[src/hdl/sawbc_pkg.sv]
// ----------------------------------------------------------------------------
// sawbc_pkg
// Shared geometry, operation codes, result codes and the command and status
// structures that join the cache controller to its datapath.
// ----------------------------------------------------------------------------
`default_nettype none

package sawbc_pkg;

  // Cache geometry.
  localparam int BLOCK_BITS = 6;
  localparam int SET_BITS   = 6;
  localparam int WAY_BITS   = 2;
  localparam int ADDR_BITS  = 32;

  localparam int WORD_BITS = BLOCK_BITS - 2;
  localparam int WPB       = 1 << WORD_BITS;
  localparam int NSETS     = 1 << SET_BITS;
  localparam int NWAYS     = 1 << WAY_BITS;
  localparam int LINE_BITS = SET_BITS + WAY_BITS;
  localparam int NLINES    = 1 << LINE_BITS;
  localparam int MEM_BITS  = LINE_BITS + WORD_BITS;
  localparam int NWORDS    = 1 << MEM_BITS;
  localparam int TAG_BITS  = ADDR_BITS - BLOCK_BITS - SET_BITS;
  localparam int BADDR_W   = 26;

  localparam logic [15:0] LFSR_SEED = 16'hACE1;

  // Input operation codes.
  localparam logic [1:0] OP_READ   = 2'd0;
  localparam logic [1:0] OP_WRITE  = 2'd1;
  localparam logic [1:0] OP_FILL   = 2'd2;
  localparam logic [1:0] OP_UNUSED = 2'd3;

  // Result kinds.
  localparam logic [1:0] KIND_READ  = 2'd0;
  localparam logic [1:0] KIND_WDONE = 2'd1;
  localparam logic [1:0] KIND_WB    = 2'd2;
  localparam logic [1:0] KIND_REQ   = 2'd3;

  typedef struct packed {
    logic capture;  // latch a read or write access, read the tags
    logic fill_wr;  // store one refill word
    logic lookup;   // compare tags; on a miss pick and evict the victim
    logic access;   // perform the read or write on the selected line
    logic fin;      // install the refilled line
    logic wb_rd;    // read one victim word
    logic ld_wb;    // load a writeback transaction into the output register
    logic wb_next;  // advance to the next victim word
    logic ld_req;   // load the refill request into the output register
  } sawbc_cmd_t;

  typedef struct packed {
    logic hit;
    logic victim_dirty;
    logic miss_pending;
    logic fill_last;
    logic wb_last;
  } sawbc_sts_t;

endpackage

`default_nettype wire

[src/hdl/sawbc_ctrl.sv]
// ----------------------------------------------------------------------------
// sawbc_ctrl
// Sequencer of the cache: accepts one transaction at a time, walks the hit,
// writeback, refill request and refill completion paths.
// ----------------------------------------------------------------------------
`default_nettype none

module sawbc_ctrl (
  input  wire logic                    clk,
  input  wire logic                    rst_n,
  input  wire logic                    in_valid,
  input  wire logic [1:0]              in_op,
  output logic                         in_stall,
  output logic                         out_valid,
  input  wire logic                    out_stall,
  input  wire sawbc_pkg::sawbc_sts_t   sts,
  output sawbc_pkg::sawbc_cmd_t        cmd
);
  import sawbc_pkg::*;

  typedef enum logic [8:0] {
    S_IDLE    = 9'b000000001,
    S_LOOKUP  = 9'b000000010,
    S_ACCESS  = 9'b000000100,
    S_OUT_RES = 9'b000001000,
    S_WB_RD   = 9'b000010000,
    S_WB_LOAD = 9'b000100000,
    S_OUT_WB  = 9'b001000000,
    S_OUT_REQ = 9'b010000000,
    S_FIN     = 9'b100000000
  } state_t;

  state_t state_r, state_nxt;
  logic   accept;

  assign in_stall  = (state_r != S_IDLE);
  assign out_valid = (state_r == S_OUT_RES) || (state_r == S_OUT_WB) ||
                     (state_r == S_OUT_REQ);
  assign accept    = in_valid && (state_r == S_IDLE);

  always_comb begin
    state_nxt = state_r;
    cmd       = '0;
    unique case (state_r)
      S_IDLE: begin
        if (accept) begin
          if (in_op == OP_FILL && sts.miss_pending) begin
            cmd.fill_wr = 1'b1;
            if (sts.fill_last) begin
              state_nxt = S_FIN;
            end
          end else if ((in_op == OP_READ || in_op == OP_WRITE) && !sts.miss_pending) begin
            cmd.capture = 1'b1;
            state_nxt   = S_LOOKUP;
          end
        end
      end
      S_LOOKUP: begin
        cmd.lookup = 1'b1;
        if (sts.hit) begin
          state_nxt = S_ACCESS;
        end else if (sts.victim_dirty) begin
          state_nxt = S_WB_RD;
        end else begin
          state_nxt = S_OUT_REQ;
        end
      end
      S_ACCESS: begin
        cmd.access = 1'b1;
        state_nxt  = S_OUT_RES;
      end
      S_OUT_RES: begin
        if (!out_stall) begin
          state_nxt = S_IDLE;
        end
      end
      S_WB_RD: begin
        cmd.wb_rd = 1'b1;
        state_nxt = S_WB_LOAD;
      end
      S_WB_LOAD: begin
        cmd.ld_wb = 1'b1;
        state_nxt = S_OUT_WB;
      end
      S_OUT_WB: begin
        if (!out_stall) begin
          if (sts.wb_last) begin
            cmd.ld_req = 1'b1;
            state_nxt  = S_OUT_REQ;
          end else begin
            cmd.wb_next = 1'b1;
            state_nxt   = S_WB_RD;
          end
        end
      end
      S_OUT_REQ: begin
        if (!out_stall) begin
          state_nxt = S_IDLE;
        end
      end
      S_FIN: begin
        cmd.fin   = 1'b1;
        state_nxt = S_ACCESS;
      end
      default: begin
        state_nxt = S_IDLE;
      end
    endcase
  end

  always_ff @(posedge clk) begin
    if (!rst_n) begin
      state_r <= S_IDLE;
    end else begin
      state_r <= state_nxt;
    end
  end

endmodule

`default_nettype wire

[config.mk]
export PLATFORM = sky130hd
export DESIGN_NAME = sawbc_ctrl
export DESIGN_NICKNAME = d
export VERILOG_FILES = /design/src/hdl/sawbc_pkg.sv /design/src/hdl/sawbc_ctrl.sv
export SDC_FILE = /design/constraint.sdc
export NUM_CORES = 1
export LEC_CHECK = 0
export BUFFER_PORTS_ARGS = -buffer_cell sky130_fd_sc_hd__buf_2
export CAP_MARGIN = 0
export CELL_PAD_IN_SITES_DETAIL_PLACEMENT = 2
export CELL_PAD_IN_SITES_GLOBAL_PLACEMENT = 2
export CORE_MARGIN = 2
export CORE_UTILIZATION = 26
export CTS_CLUSTER_DIAMETER = 120
export CTS_CLUSTER_SIZE = 20
export DETAILED_ROUTE_END_ITERATION = 12
export GPL_ROUTABILITY_DRIVEN = 0
export PLACE_DENSITY = 0.84
export SLEW_MARGIN = 40
export SYNTH_ARGS = -nofsm -noshare
export SYNTH_HDL_FRONTEND = slang
export SYNTH_SLANG_ARGS = --single-unit
[constraint.sdc]
create_clock -name clk -period 1.7 [get_ports clk]
set_input_delay 0.085 -clock clk [delete_from_list [all_inputs] [get_ports clk]]
set_output_delay 0.085 -clock clk [all_outputs]
set_load 0.02 [all_outputs]
==> summary by stage <==
CTS
The count of clock tree sinks is 9. The cell at the root of the clock tree is sky130_fd_sc_hd__clkbuf_4. In this run, CTS created clock tree buffers numbering 3. TritonCTS built the clock tree. After clock tree synthesis, the clock-pin slew on the worst setup and hold paths is 0.07 ns. The clock passes through at most 2 buffers.

The clock insertion delay at the later pin of the skew report is 0.27 ns. The H-tree depth reported by CTS is 1.

STA
Final hold analysis gives a worst-case slack of 0.108 ns. Based on the critical path, the design can be clocked at up to 584 MHz. The final hold violation count came to 0. The final critical path takes up 101% of the cycle. Setup slack on the critical path of the routed design comes to -0.0129 ns. Between clock sinks in the finished design, the worst skew comes to 0.000343 ns. Setup repair after global routing could not meet its margin everywhere. For the pin with the worst max-slew slack, the measured transition is 0.447 ns. The final count of pins violating max slew is 0. The total setup violations reported at the end of the flow is 1.

The final critical-path required period is 1.71 ns. The normalized max-slew margin is 70.1%.

Routing
For this block, the via count after detailed routing is 789. For this run, the detailed router's first-pass iteration total came to 4. The final antenna-violating net count is 0. The final routed wirelength across all metal layers is 2.81 mm.

The number of vias per cell is 5.60. The number of design-rule violations left by the first detailed-router iteration is 16. The routed length per instance is 20.0 um. In the routed design, unresolved DRC markers number 0.

Yosys
By area, the combinational part of the netlist is dominated by simple AND/OR/NAND/NOR gates. For this run, the register share of the synthesized area comes to 28.2%. The number of nets produced by synthesis is 89.

The share of Yosys cell area claimed by the top area cell type is 28.2%. The count of synthesis-stage warnings from yosys is 0. The count of flip-flops with a built-in enable after synthesis is 0. After Yosys synthesis, XOR and XNOR cells account for 4.11% of the synthesized area.

The adder and majority cell fraction of the synthesized area is 0%. Synthesis produced a netlist whose cell count is 78. The synthesized design contains 9 register bits. Dividing the synthesized area by the synthesized cell count gives 8.20 um^2. For this run, the leading register cell type out of synthesis is sky130_fd_sc_hd__dfxtp_1. The unique cell type count in the Yosys netlist is 33. The fraction of registers with async set or reset after synthesis is 0%. The area of the mapped netlist is 639 um^2. Of the post-synthesis cell area, the part taken by muxes is 0%. The compound-cell area share of the yosys netlist is 16.8%. The cell type with the highest aggregate area in the netlist is sky130_fd_sc_hd__dfxtp_1. After Yosys synthesis, and, or, nand and nor cells account for 47.6% of the synthesized area. In the post-synthesis netlist, the biggest area contributors are sky130_fd_sc_hd__dfxtp_1 28%, sky130_fd_sc_hd__nor2_1 7.6%, sky130_fd_sc_hd__nor3_1 5.5%.

Finish
Leaving out fill and tap cells, the most frequent cell in the layout is sky130_fd_sc_hd__buf_2. The layout cell share with drive strength beyond 1 is 59.3%. The register with the most flip-flops in the layout has 9 of them. The layout net count is 125. The largest registers in the layout are state_r x9. The area growth from synthesis to layout is 66.1%.

The library cells used most frequently in the layout, excluding fill and tap cells, are 14 x sky130_fd_sc_hd__buf_2, 12 x sky130_fd_sc_hd__buf_4, 11 x sky130_fd_sc_hd__nor2_1. 0 antenna diodes ended up in the layout. The register with the highest flop count is state_r. With fillers left out, the area of the finished cells amounts to 1060 um^2.

Global routing
The number of global-route vias before repair is 774. The number of antenna violations at the first check in global routing is 0. The layer with the highest usage is met2. The remaining global-route overflow is 0. For this run, global-route usage on met3 was measured as 2.50%. The first-pass GRT wire length is 3.89 mm.

Entering global routing, the biggest net connects 9 pins. In the global route stage, met2 resource usage came out at 34.4%. The global-route usage over all layers is 19.5%.

The met1 track utilization from global routing is 24.5%.

Power and ir drop
For this design the static power due to leakage is 0.458 nW. The power density of the placed cells is 1460 nW/um^2. The design draws 1.56 mW.

The maximum vdd drop is 0.00101 V.

Critical path
The capturing instance or port of the critical path is cmd[3]. The startpoint of the most critical setup path is state_r[2]$_SDFFE_PN0P_. For the worst flop-to-flop path, the logic depth is 6. The required time of the critical path is 1.62 ns.

The launch point of the worst reg-to-reg path is state_r[5]$_SDFFE_PN0P_. The capture instance of the worst register-to-register path is state_r[5]$_SDFFE_PN0P_. The critical-path maximum fanout is 3. The register-to-register setup slack is 0.05 ns. STA classifies the critical path endpoint as an output pin. The critical path arrival is 1.63 ns. The startpoint-to-endpoint class of the critical path is flip-flop to output pin. STA classifies the critical path startpoint as a flip-flop.

Placed design
Port buffering added 21 buffers. The placed instances occupy a cell area of 777 um^2. The detailed placement HPWL is 1.72 mm.

Min path
The worst hold path startpoint is rst_n. The worst hold path belongs to the class input port to flip-flop.

Flow run
The tool flagged a number of max-cap violations equal to 0.

Status
The flow ran to the end, but the final reports show violations. The checks that failed: negative setup slack.

Floorplanning
The width of the die is 53.6 um. The starting utilization of the core area is 28.1%. The number of rows created at floorplan is 17. In this run the standard cell core region covers 2280 um^2. The top-level I/O count is 22. The vertical extent of the die is 53.6 um. The die covers 2870 um^2.
-- power breakdown --
| group | internal (mW) | switching, mW |
|---|---|---|
| Clock | 0.0910 | 0.0881 |
| Combinational | 0.509 | 0.536 |
| Sequential | 0.265 | 0.0666 |
| Total | 0.865 | 0.691 |
-- cells by family (layout without fill, tap and decap cells) --
family                    Yosys count  count (layout)
buffers and inverters               5              40
and+or+nand+nor                    47              47
xor gates and xnor gates            3               3
DFF                                 9               9
AOI/OAI and AO/OA                  14              14
-- critical path: stages (launching register included) --
cell and delay (ns):
sky130_fd_sc_hd__dfxtp_4 0.35, sky130_fd_sc_hd__or3_4 0.43, sky130_fd_sc_hd__or3_4 0.37, sky130_fd_sc_hd__nor2_4 0.09, sky130_fd_sc_hd__buf_6 0.12
-- metrics by stage --
stage / setup TNS [ns] / instances / utilization (%) / setup WS [ns]
after floorplan: 0 / 78 / - / 0.0215
after global placement: 0 / 126 / 34.1 / 0.122
after detailed placement: 0 / 126 / 34.1 / 0.100
after CTS: -0.00133 / 137 / 39.6 / -0.00133
after global routing: -0.368 / 141 / 46.7 / -0.0603
final: -0.0129 / 141 / 46.7 / -0.0129
-- cells in the mapped netlist, drive strengths merged (2+ instances only) --
| cell type | instances |
|---|---|
| nor2 | 13 |
| dfxtp | 9 |
| nor3 | 8 |
| o21ai | 5 |
| and3 | 4 |
| inv | 3 |
| nand3b | 3 |
| nor4 | 3 |
| buf | 2 |
| nand2 | 2 |
| nand2b | 2 |
| nand3 | 2 |
| nor3b | 2 |
| o21a | 2 |
| or3 | 2 |
| xor2 | 2 |
-- final cells by class --
cell class,count,area [um^2]
multi-input combinational,64,551
timing repair buffer,33,239
clock buffer,4,26.3
fill,256,1210
sequential,9,200
tap,28,35.0
inverter,3,11.3
-- timing repair --
action,CTS,global route
endpoints found under the setup margin,9,19
gates resized for setup,15,33
buffers inserted,7,4
pin swaps,5,11
hold buffers,0,0
-- metal layers --
layer,part of all wire [%],wire (um)
met1,42,1190
met2,52,1460
met3,3.2,91
met4,2.3,66
met5,0,0
-- worst min path at each step --
stage,endpoint,cells past startpoint
5_1_grt,state_r[0]$_SDFFE_PN1P_,2
4_1_cts,state_r[0]$_SDFFE_PN1P_,2
3_5_place_dp,state_r[0]$_SDFFE_PN1P_,2
2_1_floorplan,state_r[0]$_SDFFE_PN1P_,1
6_report,state_r[0]$_SDFFE_PN1P_,2
3_3_place_gp,state_r[0]$_SDFFE_PN1P_,2
No activity file was read; power rests on OpenSTA's default activity.
